`src/design/bide_pkg.sv`:
```
// types and constants shared by the button debounce event core
// no dependencies
package bide_pkg;

    typedef enum logic [2:0] {
        EV_NONE  = 3'd0,
        EV_DOWN  = 3'd1,
        EV_UP    = 3'd2,
        EV_CLICK = 3'd3,
        EV_LONG  = 3'd4,
        EV_HOLD  = 3'd5
    } event_code_t;

    localparam logic [2:0] CFG_SIGMA_FLOOR       = 3'd0;
    localparam logic [2:0] CFG_SIGMA_CEILING     = 3'd1;
    localparam logic [2:0] CFG_PRESS_THRESHOLD   = 3'd2;
    localparam logic [2:0] CFG_RELEASE_THRESHOLD = 3'd3;
    localparam logic [2:0] CFG_LONG_CLICK_MS     = 3'd4;
    localparam logic [2:0] CFG_HOLD_MS           = 3'd5;
    localparam logic [2:0] CFG_ALL_EVENTS_ENABLE = 3'd6;
    localparam logic [2:0] CFG_SOURCE_ID         = 3'd7;

    localparam int CFG_DATA_W = 16;

    typedef struct packed {
        logic [7:0]  sigma_floor;
        logic [7:0]  sigma_ceiling;
        logic [7:0]  press_threshold;
        logic [7:0]  release_threshold;
        logic [15:0] long_click_ms;
        logic [15:0] hold_ms;
        logic        all_events_enable;
        logic [15:0] source_id;
    } cfg_t;

    // one tick's worth of results
    typedef struct packed {
        logic        two_events;
        event_code_t first_event;
        event_code_t second_event;
        logic        pressed;
        logic [15:0] source;
    } tick_entry_t;

endpackage

```
`src/design/bide_front.sv`:
```
// front end: integrator, hysteresis, press timing and event classification
// depends on bide_pkg
module bide_front #(
    parameter int TIME_WIDTH = 32
) (
    input  logic                 clk,
    input  logic                 rst_n,
    input  bide_pkg::cfg_t       cfg,
    input  logic                 accept,
    input  logic                 pin_level,
    input  logic [31:0]          now_ms,
    output bide_pkg::tick_entry_t entry
);

    logic [7:0]            integ_reg;
    logic [7:0]            integ_next;
    logic                  pressed_reg;
    logic                  pressed_next;
    logic                  hold_fired_reg;
    logic                  hold_fired_next;
    logic [TIME_WIDTH-1:0] start_reg;
    logic [TIME_WIDTH-1:0] start_next;

    logic [TIME_WIDTH-1:0] now_w;
    logic [TIME_WIDTH-1:0] dur;
    logic                  go_down;
    logic                  go_up;
    logic                  is_long;
    logic                  hold_hit;

    assign now_w = TIME_WIDTH'(now_ms);
    assign dur   = now_w - start_reg;

    always_comb
    begin
        integ_next = integ_reg;
        if (!pin_level)
        begin
            if (integ_reg < cfg.sigma_ceiling)
                integ_next = integ_reg + 8'd1;
        end
        else
        begin
            if (integ_reg > cfg.sigma_floor)
                integ_next = integ_reg - 8'd1;
        end
    end

    assign go_down  = !pressed_reg && (integ_next > cfg.press_threshold);
    assign go_up    = pressed_reg && (integ_next < cfg.release_threshold);
    assign is_long  = dur >= TIME_WIDTH'(cfg.long_click_ms);
    // right after a press the duration is zero
    assign hold_hit = !hold_fired_reg && (go_down ? (cfg.hold_ms == 16'd0)
                                                  : (pressed_reg && !go_up &&
                                                     dur >= TIME_WIDTH'(cfg.hold_ms)));

    assign pressed_next    = go_down || (pressed_reg && !go_up);
    assign hold_fired_next = go_up ? 1'b0 : (hold_fired_reg || hold_hit);
    assign start_next      = go_down ? now_w : start_reg;

    always_comb
    begin
        entry.pressed = pressed_next;
        entry.source  = cfg.source_id;
        priority if (go_down)
        begin
            entry.first_event  = bide_pkg::EV_DOWN;
            entry.second_event = bide_pkg::EV_HOLD;
            entry.two_events   = hold_hit;
        end
        else if (go_up)
        begin
            entry.first_event  = bide_pkg::EV_UP;
            entry.second_event = is_long ? bide_pkg::EV_LONG : bide_pkg::EV_CLICK;
            entry.two_events   = cfg.all_events_enable;
        end
        else
        begin
            entry.first_event  = hold_hit ? bide_pkg::EV_HOLD : bide_pkg::EV_NONE;
            entry.second_event = bide_pkg::EV_NONE;
            entry.two_events   = 1'b0;
        end
    end

    always_ff @(posedge clk or negedge rst_n)
    begin
        if (!rst_n)
        begin
            integ_reg      <= '0;
            pressed_reg    <= 1'b0;
            hold_fired_reg <= 1'b0;
            start_reg      <= '0;
        end
        else if (accept)
        begin
            integ_reg      <= integ_next;
            pressed_reg    <= pressed_next;
            hold_fired_reg <= hold_fired_next;
            start_reg      <= start_next;
        end
    end

endmodule

```
`src/design/bide_queue.sv`:
```
// short fifo of tick entries between front and back
// depends on bide_pkg
module bide_queue #(
    parameter int DEPTH = 4
) (
    input  logic                  clk,
    input  logic                  rst_n,
    input  logic                  push,
    input  bide_pkg::tick_entry_t push_entry,
    output logic                  full,
    input  logic                  pop,
    output logic                  not_empty,
    output bide_pkg::tick_entry_t head
);

    localparam int PTR_W = (DEPTH > 1) ? $clog2(DEPTH) : 1;
    localparam int CNT_W = $clog2(DEPTH + 1);

    bide_pkg::tick_entry_t mem [DEPTH];

    logic [PTR_W-1:0] wr_ptr_reg;
    logic [PTR_W-1:0] wr_ptr_next;
    logic [PTR_W-1:0] rd_ptr_reg;
    logic [PTR_W-1:0] rd_ptr_next;
    logic [CNT_W-1:0] count_reg;
    logic [CNT_W-1:0] count_next;

    assign full      = count_reg == CNT_W'(DEPTH);
    assign not_empty = count_reg != '0;
    assign head      = mem[rd_ptr_reg];

    always_comb
    begin
        wr_ptr_next = wr_ptr_reg;
        rd_ptr_next = rd_ptr_reg;
        count_next  = count_reg;
        if (push)
            wr_ptr_next = (wr_ptr_reg == PTR_W'(DEPTH - 1)) ? '0 : wr_ptr_reg + PTR_W'(1);
        if (pop)
            rd_ptr_next = (rd_ptr_reg == PTR_W'(DEPTH - 1)) ? '0 : rd_ptr_reg + PTR_W'(1);
        if (push && !pop)
            count_next = count_reg + CNT_W'(1);
        else if (pop && !push)
            count_next = count_reg - CNT_W'(1);
    end

    always_ff @(posedge clk or negedge rst_n)
    begin
        if (!rst_n)
        begin
            wr_ptr_reg <= '0;
            rd_ptr_reg <= '0;
            count_reg  <= '0;
        end
        else
        begin
            wr_ptr_reg <= wr_ptr_next;
            rd_ptr_reg <= rd_ptr_next;
            count_reg  <= count_next;
        end
    end

    always_ff @(posedge clk)
    begin
        if (push)
            mem[wr_ptr_reg] <= push_entry;
    end

endmodule

```
`src/design/bide_back.sv`:
```
// back end: splits each tick entry into one or two results on the output register
// depends on bide_pkg
module bide_back (
    input  logic                  clk,
    input  logic                  rst_n,
    input  logic                  not_empty,
    input  bide_pkg::tick_entry_t head,
    output logic                  pop,
    output logic                  out_valid,
    input  logic                  out_stall,
    output bide_pkg::event_code_t ev,
    output logic [15:0]           source,
    output logic                  pressed,
    output logic                  last
);

    logic                  valid_reg;
    logic                  valid_next;
    logic                  phase_reg;
    logic                  phase_next;
    logic                  load;
    bide_pkg::event_code_t ev_reg;
    logic [15:0]           source_reg;
    logic                  pressed_reg;
    logic                  last_reg;
    bide_pkg::event_code_t ev_next;
    logic                  last_next;

    assign load = !valid_reg || !out_stall;

    always_comb
    begin
        pop        = 1'b0;
        valid_next = valid_reg;
        phase_next = phase_reg;
        ev_next    = head.first_event;
        last_next  = 1'b1;
        if (load)
        begin
            valid_next = not_empty;
            if (not_empty)
            begin
                if (phase_reg)
                begin
                    ev_next    = head.second_event;
                    pop        = 1'b1;
                    phase_next = 1'b0;
                end
                else if (head.two_events)
                begin
                    last_next  = 1'b0;
                    phase_next = 1'b1;
                end
                else
                begin
                    pop = 1'b1;
                end
            end
        end
    end

    always_ff @(posedge clk or negedge rst_n)
    begin
        if (!rst_n)
        begin
            valid_reg <= 1'b0;
            phase_reg <= 1'b0;
        end
        else
        begin
            valid_reg <= valid_next;
            phase_reg <= phase_next;
        end
    end

    always_ff @(posedge clk)
    begin
        if (load && not_empty)
        begin
            ev_reg      <= ev_next;
            source_reg  <= head.source;
            pressed_reg <= head.pressed;
            last_reg    <= last_next;
        end
    end

    assign out_valid = valid_reg;
    assign ev        = ev_reg;
    assign source    = source_reg;
    assign pressed   = pressed_reg;
    assign last      = last_reg;

endmodule

```
`src/design/button_integrator_debounce_events_core.sv`:
```
// top level of the button debounce event core: config registers, front, queue, back
// depends on bide_pkg, bide_front, bide_queue, bide_back
//
// One tick is taken per clock while the queue has room; its results leave the
// output register one per clock while out_stall is low, so a tick with a single
// result sustains one tick per cycle, and a tick with two results (down with hold,
// up with click or long click when all_events_enable is set) gives them in turn.
// The first result of a tick passes through the queue and then the output register;
// the queue of QUEUE_DEPTH tick entries lets the input run while the output stalls.
module button_integrator_debounce_events_core #(
    parameter int TIME_WIDTH  = 32,
    parameter int QUEUE_DEPTH = 4
) (
    input  logic        clk,
    input  logic        rst_n,
    input  logic        cfg_write,
    input  logic [2:0]  cfg_index,
    input  logic [15:0] cfg_data,
    input  logic        in_valid,
    output logic        in_stall,
    input  logic        pin_level,
    input  logic [31:0] now_ms,
    output logic        out_valid,
    input  logic        out_stall,
    output logic [2:0]  event_code,
    output logic [15:0] event_source,
    output logic        pressed_now,
    output logic        last_of_tick
);

    bide_pkg::cfg_t        cfg_reg;
    bide_pkg::tick_entry_t front_entry;
    bide_pkg::tick_entry_t head;
    bide_pkg::event_code_t ev;
    logic                  accept;
    logic                  full;
    logic                  not_empty;
    logic                  pop;

    always_ff @(posedge clk or negedge rst_n)
    begin
        if (!rst_n)
        begin
            cfg_reg.sigma_floor       <= 8'd0;
            cfg_reg.sigma_ceiling     <= 8'd12;
            cfg_reg.press_threshold   <= 8'd8;
            cfg_reg.release_threshold <= 8'd2;
            cfg_reg.long_click_ms     <= 16'd1000;
            cfg_reg.hold_ms           <= 16'd1500;
            cfg_reg.all_events_enable <= 1'b1;
            cfg_reg.source_id         <= 16'd0;
        end
        else if (cfg_write)
        begin
            unique case (cfg_index)
                bide_pkg::CFG_SIGMA_FLOOR:       cfg_reg.sigma_floor       <= cfg_data[7:0];
                bide_pkg::CFG_SIGMA_CEILING:     cfg_reg.sigma_ceiling     <= cfg_data[7:0];
                bide_pkg::CFG_PRESS_THRESHOLD:   cfg_reg.press_threshold   <= cfg_data[7:0];
                bide_pkg::CFG_RELEASE_THRESHOLD: cfg_reg.release_threshold <= cfg_data[7:0];
                bide_pkg::CFG_LONG_CLICK_MS:     cfg_reg.long_click_ms     <= cfg_data;
                bide_pkg::CFG_HOLD_MS:           cfg_reg.hold_ms           <= cfg_data;
                bide_pkg::CFG_ALL_EVENTS_ENABLE: cfg_reg.all_events_enable <= cfg_data[0];
                bide_pkg::CFG_SOURCE_ID:         cfg_reg.source_id         <= cfg_data;
                default:                         cfg_reg                   <= cfg_reg;
            endcase
        end
    end

    assign in_stall = full;
    assign accept   = in_valid && !full;

    bide_front #(
        .TIME_WIDTH (TIME_WIDTH)
    ) u_front (
        .clk       (clk),
        .rst_n     (rst_n),
        .cfg       (cfg_reg),
        .accept    (accept),
        .pin_level (pin_level),
        .now_ms    (now_ms),
        .entry     (front_entry)
    );

    bide_queue #(
        .DEPTH (QUEUE_DEPTH)
    ) u_queue (
        .clk        (clk),
        .rst_n      (rst_n),
        .push       (accept),
        .push_entry (front_entry),
        .full       (full),
        .pop        (pop),
        .not_empty  (not_empty),
        .head       (head)
    );

    bide_back u_back (
        .clk       (clk),
        .rst_n     (rst_n),
        .not_empty (not_empty),
        .head      (head),
        .pop       (pop),
        .out_valid (out_valid),
        .out_stall (out_stall),
        .ev        (ev),
        .source    (event_source),
        .pressed   (pressed_now),
        .last      (last_of_tick)
    );

    assign event_code = ev;

endmodule
```
`config.mk`:
```
export PLATFORM = sky130hd
export DESIGN_NAME = button_integrator_debounce_events_core
export DESIGN_NICKNAME = d
export VERILOG_FILES = /design/src/design/bide_pkg.sv /design/src/design/bide_front.sv /design/src/design/bide_queue.sv /design/src/design/bide_back.sv /design/src/design/button_integrator_debounce_events_core.sv
export SDC_FILE = /design/constraint.sdc
export NUM_CORES = 1
export LEC_CHECK = 0
export ABC_AREA = 0
export BUFFER_PORTS_ARGS = -buffer_cell sky130_fd_sc_hd__buf_2
export CORE_MARGIN = 4
export CORE_UTILIZATION = 62
export CTS_CLUSTER_DIAMETER = 100
export DETAILED_ROUTE_END_ITERATION = 12
export PLACE_DENSITY_LB_ADDON = 0.3
export SLEW_MARGIN = 10
export SYNTH_ARGS = -nofsm -noshare
export SYNTH_HDL_FRONTEND = slang
export SYNTH_HIERARCHICAL = 1
export SYNTH_SLANG_ARGS = --single-unit
```
`constraint.sdc`:
```
create_clock -name clk -period 5.3 [get_ports clk]
set_input_delay 0.53 -clock clk [delete_from_list [all_inputs] [get_ports clk]]
set_output_delay 0.53 -clock clk [all_outputs]
set_load 0.05 [all_outputs]
```
# [Yosys cells after proc, flatten, opt, wreduce, memory -nomap -nowiden]
# Memories as Yosys holds them, arrays and structs flattened.
# Cells that the tools add are included.
[classes] n_addsub=7 magnitude_cmp=6 eq_ne=10 n_mux=24 reduce_logical=34
[op_table] operator="$ge 32x16->1" n=2
[op_table] operator="$sub 32x32->32" n=1
[op_table] operator="$mux 8" n=3
[op_table] operator="$mux 3" n=7
[op_table] operator="$reduce_and 2->1" n=10
[op_table] operator="$gt 8x8->1" n=2
[op_table] operator="$logic_not 16->1" n=1
[op_table] operator="$lt 8x8->1" n=2
[op_table] operator="$eq 3x3->1 const B" n=5
[op_table] operator="$mux 7" n=2
[op_table] operator="$mux 1" n=10
[op_table] operator="$logic_and 1x1->1" n=9
[op_table] operator="$add 8x1->8 const B" n=1
[op_table] operator="$logic_not 1->1" n=8
[op_table] operator="$sub 8x1->8 const B" n=1
[op_table] operator="$eq 3x2->1 const B" n=2
[op_table] operator="$add 2x1->2 const B" n=2
[op_table] operator="$eq 2x2->1 const B" n=2
[op_table] operator="$mux 2" n=2
[op_table] operator="$add 3x1->3 const B" n=1
[op_table] operator="$eq 3x1->1 const B" n=1
[op_table] operator="$logic_not 3->1" n=1
[op_table] operator="$logic_or 1x1->1" n=3
[op_table] operator="$reduce_bool 3->1" n=1
[op_table] operator="other kinds (2)" n=2
[totals] ff_bits=153 ram_bits=96 word_cells=103 n_memories=1
[memory_table] memory="u_queue.mem" depth=4 word_bits=24 read_ports=1 rd_clocked_by_memory_dff=0 wr=1 line_no="bide_queue.sv:19" source="bide_pkg::tick_entry_t mem [DEPTH];"

# [Logic depth before layout (Yosys ltp)]
# Gate-level depths: netlist of the first run.
[logic_depth] word_depth=13 ltp_mapped=20 depth_no_buf=20

# [By module]
# Netlist of the first run, hierarchy kept.
[by_module_without_submodules] mod="bide_front" instances=1 cells_each=718 area_per_inst_um2=5525.3 seq_area_each_um2=1051.0
[by_module_without_submodules] mod="bide_queue" instances=1 cells_each=163 area_per_inst_um2=3925.0 seq_area_each_um2=3057.9
[by_module_without_submodules] mod="button_integrator_debounce_events_core" instances=1 cells_each=181 area_per_inst_um2=3154.3 seq_area_each_um2=2049.5
[by_module_without_submodules] mod="bide_back" instances=1 cells_each=34 area_per_inst_um2=789.5 seq_area_each_um2=680.7

# [Worst setup path after synthesis of the first run]
# Ideal clock, no wire load.
[synth_path] path_type="reg-to-reg" start="register u_front.integ_reg[0]" end="memory u_queue/mem[0][20] (netlist bit), data pin" setup_ps=310 arrival_time_ps=4067 path_slack_ps=924 path_stages_with_launch=19 path_buffers=1 synth_period_minus_slack_ps=4376 cell_sequence="dfrtp_1 clkbuf_1 nand2b_1 a2111oi_0 nor3_1 a211oi_1 nor2b_1 o211ai_1 o31ai_1 ha_1 nor2b_1 o21a_1 o21ai_0 a21oi_1 o31ai_1 o2111a_1 nand4_1 nor4_1 o31ai_1"
[synth_lines] element="start, declared" line_no="bide_front.sv:15" source="logic [7:0] integ_reg;"
[synth_lines] element="start signal, assigned" line_no="bide_front.sv:96" source="integ_reg <= integ_next;"
[synth_lines] element="end, declared" line_no="bide_queue.sv:19"

==> reports/results.tsv, run 1 <==
metric	value	unit
chipHeight	155	um
cts_made_buffers	26	
crit_arrival	5160	ps
synth_warnings	6	
cp-start-kind	flop	
ant_nets	0	
crit_top_cell	o31ai_1	
synth_cell_types	77	
num_rows	53	
path_class	reg2reg	
crit_chain	ha_1 > a2111oi_0 > nor3_1 > a211oi_1 > nor2b_1 > o211ai_1 > o31ai_1 > ha_1 > nor2b_1 > o21a_1 > o21ai_0 > a21oi_1 > o31ai_1 > buf_4 > o2111a_1 > nand4_1 > nor4_2 > o31ai_1	
grt_pass1_wl	45.3	mm
register_area	6840	um^2
vdd_drop_max	0.308	mV
crit_buf_inv	1	
core_area	21200	um^2
final_util	0.706	
initial_core_util	0.633	
largest_reg_flops	96	
path_max_fanout	8	
post_cts_buffers	0	
totalWireLength	27.9	mm
areaGrowthSynthToFinish	11.5	%
crit_required	5550	ps
period_needed	4910	ps
io_pins	80	
finClkSkew	18.0	ps
vias_per_cell	5.94	
clock-sinks	249	
ys_seq_area_frac	0.511	
post-dp-hpwl	19.5	mm
end_kind	flop	
netlist.area_leader.share	0.262	
antenna_found_initial	0	
grt_max_degree	85	
gp_congestion	0.926	
first_iter_violations	586	
antennaDiodeCount	0	
rsz0062_at_grt	false	
synth_flop_cell	edfxtp_1	
whs	55.1	ps
reg2regPathDepth	18	
period_share	0.926	
avgRoutedWirePerCell	19.1	um
grt_pass1_vias	8674	
nets	1321	
hold_buffers	0	
hold_path.class	in2async	
synth_fp_nets	1256	
drive_gt1_frac	0.237	
max_freq	204	MHz
reg2reg_slack	390	ps
p_leak	6.49	nW
synthesis.area	13400	um^2
final-setup-viol-count	0	
clk_path_buf_depth	3	
synth_edf_count	117	
layout_setup_ws	391	ps
die_w	155	um
multi_input_area	5800	um^2
firstDrtPassIters	5	
worst_pin_slew	1220	ps
synthArstFlopShare	0.530	
cpPeakStageDelay	520	ps
synth_top_area_cell	edfxtp_1	
cts-resized-gates	0	
nFillCells	1445	
synth_seq_cells	249	
overflow	0	
crit_slowest_cell	a211oi_1	
critical_path.top_delay_family	compound AO/OA/AOI/OAI gates	
final_common_cell	edfxtp_1	
clk_pin_slew_worst_paths	70	ps
crit_cells	18	
finalMaxSlewViolations	0	
mostFrequentLayoutCells	edfxtp_1 (117), dfrtp_1 (114), inv_1 (109)	
pre_cts_slack	439	ps
track_usage	0.233	
tns	0	ps
synthCells	1096	
synthTopCellsByArea	edfxtp_1 (26%), dfrtp_1 (21%), ha_1 (9.4%)	
avgSynthCellArea	12.2	um^2
power_per_cell_area	639	nW/um^2
maxCapViolCount	0	
relSlewSlack	0.184	
status	complete, no violations	
cts_tree	yes	
num_vias	8655	
finalHoldViolCount	0	
io_buffers	79	
clock-root-buffer	clkbuf_16	
htreeDepth	1	
clk_latency	540	ps
dieArea	24000	um^2
drc	0	
==> where the power goes <==
part / switching (mW) / leakage [nW] / internal (mW) / total (mW)
logic: 2.54 / 3.33 / 1.78 / 4.32
registers: 0.305 / 2.66 / 2.77 / 3.08
clock network: 0.805 / 0.506 / 1.35 / 2.15
==> worst paths after layout <==
kind / from / end
setup / recovery: u_front/integ_reg[1]$_DFFE_PN0P_ / u_queue/mem[2][20]$_DFFE_PP_
hold / removal: rst_n / cfg_reg[76]$_DFFE_PN0P_
setup reg to reg: u_front/integ_reg[1]$_DFFE_PN0P_ / u_queue/mem[2][20]$_DFFE_PP_
hold reg to reg: u_queue/count_reg[2]$_DFFE_PN0P_ / u_queue/count_reg[2]$_DFFE_PN0P_
max in group asynchronous: rst_n / cfg_reg[62]$_DFFE_PN0P_
min in group clk: now_ms[20] / u_front/start_reg[20]$_DFFE_PN0P_
==> kinds of logic (layout without fill, tap and decap cells) <==
| kind of cell | count (synthesis) | in the layout | share of synthesized area |
|---|---|---|---|
| flops | 249 | 249 | 0.511 |
| simple gates | 216 | 216 | 0.0844 |
| compound gates | 208 | 208 | 0.103 |
| buf+inv | 164 | 249 | 0.0583 |
| mux | 119 | 119 | 0.123 |
| fa+ha+maj | 103 | 103 | 0.0973 |
| xor+xnor | 37 | 37 | 0.0242 |
==> worst register-to-register path, stage by stage (launching register included) <==
cell,delay (ps)
dfrtp_1,480
ha_1,300
a2111oi_0,490
nor3_1,100
a211oi_1,520
nor2b_1,310
o211ai_1,120
o31ai_1,140
ha_1,330
nor2b_1,140
o21a_1,160
o21ai_0,150
a21oi_1,90
o31ai_1,220
buf_4,220
o2111a_1,180
nand4_1,120
nor4_2,340
o31ai_1,220
==> cells in the mapped netlist, types with 4 or more instances <==
cell type  number
nand4_1        19
nand3_1        10
and3_1          6
mux4_1          6
nand2_1        77
nor2b_1        14
clkbuf_1       19
dfstp_2        18
ha_1          101
dfrtp_1       114
and2_1          5
xor2_1         12
nor4_1          8
nor2_1         34
edfxtp_1      117
o21ai_0        59
mux2_2         83
a21oi_1        47
buf_2           9
mux2_1          7
buf_6           4
o211ai_1        4
buf_4          20
o21a_1         11
o31ai_1         9
xnor2_1        25
inv_1         109
a21o_1         28
o221ai_1        4
a2111oi_0       4
nor3_1         13
nand2b_1       10
mux4_2         18
==> cell type report <==
class | instances | area share
Sequential cell | 249 | 0.458
Inverter | 109 | 0.0274
Timing Repair Buffer | 92 | 0.0343
Multi-Input combinational cell | 683 | 0.389
Clock inverter | 19 | 0.0225
Tap cell | 275 | 0.0230
Clock buffer | 29 | 0.0463
==> through the flow <==
stage / power (mW) / cells / instance area [um^2]
finish: 9.55 / 1456 / 14900
global route: 10.2 / 1456 / 14900
CTS: 9.56 / 1456 / 14900
detailed placement: 7.35 / 1408 / 13900
global placement: 7.17 / 1408 / 13900
floorplan: 6.41 / 1096 / 13400
==> per-layer routing <==
| metal | share of wire | global-route usage | vias up |
|---|---|---|---|
| met5 | 0 | 0 | - |
| li1 | - | - | 4115 |
| met1 | 0.45 | 0.328 | 4280 |
| met2 | 0.48 | 0.387 | 223 |
| met3 | 0.053 | 0.0331 | 37 |
| met4 | 0.021 | 0.0576 | 0 |
No activity file was read; power rests on OpenSTA's default activity.
==> inputs of run 2 (changes only) <==
--- a/config.mk
+++ b/config.mk
@@ -7,6 +7,7 @@
 export LEC_CHECK = 0
 export ABC_AREA = 0
 export BUFFER_PORTS_ARGS = -buffer_cell sky130_fd_sc_hd__buf_2
+export CORE_ASPECT_RATIO = 0.6
 export CORE_MARGIN = 4
 export CORE_UTILIZATION = 62
 export CTS_CLUSTER_DIAMETER = 100
==> run 2 against run 1 <==
  * Final cell count up 0.21%
  * Combinational power grew 3%
  * Final area fell by 0.80%
  * Fmax rose by 2.7%
  * Highest routed layer unchanged
==> reports/results.tsv, run 2 (synthesized netlist as in run 1, its figures left out) <==
metric	value	unit
clk_path_buf_depth	3	
drc	0	
vdd_drop_max	0.604	mV
pwr-share-seq	0.327	
worst_pin_slew	820	ps
period_needed	4780	ps
met1Wirelength	14.8	mm
mostFrequentLayoutCells	edfxtp_1 (117), dfrtp_1 (114), inv_1 (109)	
power_per_cell_area	635	nW/um^2
overflow	0	
num_vias	8766	
hold_path.class	in2async	
path_max_fanout	8	
crit_start	u_front/integ_reg[1]$_DFFE_PN0P_	
nFillCells	1464	
finalHoldViolCount	0	
avgRoutedWirePerCell	20.2	um
nets	1322	
htreeDepth	1	
dr_wl_met3	2.20	mm
crit_required	5590	ps
highest_layer	met4	
grt_max_degree	79	
status	complete, no violations	
firstDrtPassIters	5	
grt_pass1_vias	8461	
io_pins	80	
combinationalPowerShare	0.472	
cts_tree	yes	
final-setup-viol-count	0	
clock-sinks	249	
internal_power	5.72	mW
path_class	reg2reg	
met2_length	12.0	mm
clk_latency	530	ps
relSlewSlack	0.454	
max_freq	209	MHz
drive_gt1_frac	0.235	
clock_power_share	0.201	
tns	0	ps
cp-start-kind	flop	
largest_reg_flops	96	
ant_nets	0	
grt_pass1_wl	47.7	mm
die_w	198	um
initial_core_util	0.634	
power.switching	3.69	mW
place_area	13900	um^2
gp_congestion	0.927	
hold_buffers	0	
final_area	14800	um^2
track_usage	0.251	
swShare	0.392	
core_area	21100	um^2
dieArea	24100	um^2
final_common_cell	edfxtp_1	
antenna_found_initial	1	
first_iter_violations	908	
num_rows	41	
chipHeight	122	um
clock-root-buffer	clkbuf_16	
vias_per_cell	6.01	
finalMaxSlewViolations	0	
power	9.41	mW
maxCapViolCount	0	
end_kind	flop	
rsz0062_at_grt	false	
areaGrowthSynthToFinish	10.6	%
r2r-start	u_front/integ_reg[1]$_DFFE_PN0P_	
io_buffers	79	
period_share	0.902	
finClkSkew	12.2	ps
totalWireLength	29.5	mm
p_leak	6.43	nW
clk_pin_slew_worst_paths	70	ps
post-dp-hpwl	21.1	mm
cts_made_buffers	23	
crit_arrival	5070	ps
run 2: changes by cell type in the layout (fill, tap and decap cells not counted), moves of 2 or more:
cell	change
buf_4	+5
bufinv_16	-2
clkbuf_1	+2
clkbuf_16	-3
clkinv_4	-2
clkinvlp_4	+2
inv_6	-4
run 2: power by group through the flow:
stage / Sequential (mW) / Clock, mW / Combinational (mW)
2_1_floorplan: 3.29 / 0 / 3.12
6_report: 3.08 / 1.89 / 4.44
5_1_grt: 3.14 / 2.01 / 4.91
4_1_cts: 3.08 / 1.92 / 4.37
3_3_place_gp: 3.07 / 0 / 4.19
3_5_place_dp: 3.11 / 0 / 4.30
run 2: path summary, 6_finish.rpt:
check                                                     to  slack, ps  cells past startpoint
hold / removal                  u_back/phase_reg$_DFFE_PN0P_         20                      1
max in group asynchronous            cfg_reg[33]$_DFFE_PN0P_       4020                      2
hold reg to reg                      cfg_reg[44]$_DFFE_PN0P_        490                      1
min in group clk           u_front/start_reg[22]$_DFFE_PN0P_        230                      3
setup reg to reg                u_queue/mem[1][19]$_DFFE_PP_        520                     17
setup / recovery                u_queue/mem[1][19]$_DFFE_PP_        520                     17
run 2: metal layers:
layer | GRT usage | vias to the layer above
met5 | 0 | -
met4 | 0.0434 | 0
met3 | 0.0442 | 35
met2 | 0.346 | 309
met1 | 0.419 | 4307
li1 | - | 4115
run 2: critical path, cell delays in order, from the launching register on:
cell and delay (ps):
dfrtp_1 480, ha_1 310, a2111oi_0 450, nor3_1 120, a211oi_2 360, and4_1 310, nand3_1 90, nand2_1 100
xor2_1 260, ha_1 300, a21oi_1 180, o21ai_0 210, nor4b_2 350, nand2_1 100, o22a_1 230, nand3_1 160
nand2_1 150, o21ai_0 380
run 2: through the flow:
stage	std cells	util	setup WS [ps]	hold WS (ps)
CTS	1458	0.700	306	82.6
global route	1459	0.701	71.0	84.6
floorplan	1096	-	924	234
finish	1459	0.701	521	23.3
detailed placement	1416	0.659	382	477
global placement	1416	0.659	545	471
run 2: area by class of cell:
cell class / instances / area [um^2] / share of cell area
clock inverter: 13 / 234 / 0.0158
sequential: 249 / 6840 / 0.462
antenna: 1 / 2.50 / 0.000169
multi-input combinational: 683 / 5810 / 0.392
timing repair buffer: 96 / 529 / 0.0357
clock buffer: 29 / 638 / 0.0431
tap: 279 / 349 / 0.0236
inverter: 109 / 409 / 0.0276
run 2: what timing repair did:
| item | in CTS | in global routing |
|---|---|---|
| setup buffers | 0 | 0 |
| gates resized for setup | 0 | 3 |
| hold endpoints to repair | 0 | 0 |
| endpoints found under the setup margin | 0 | 28 |
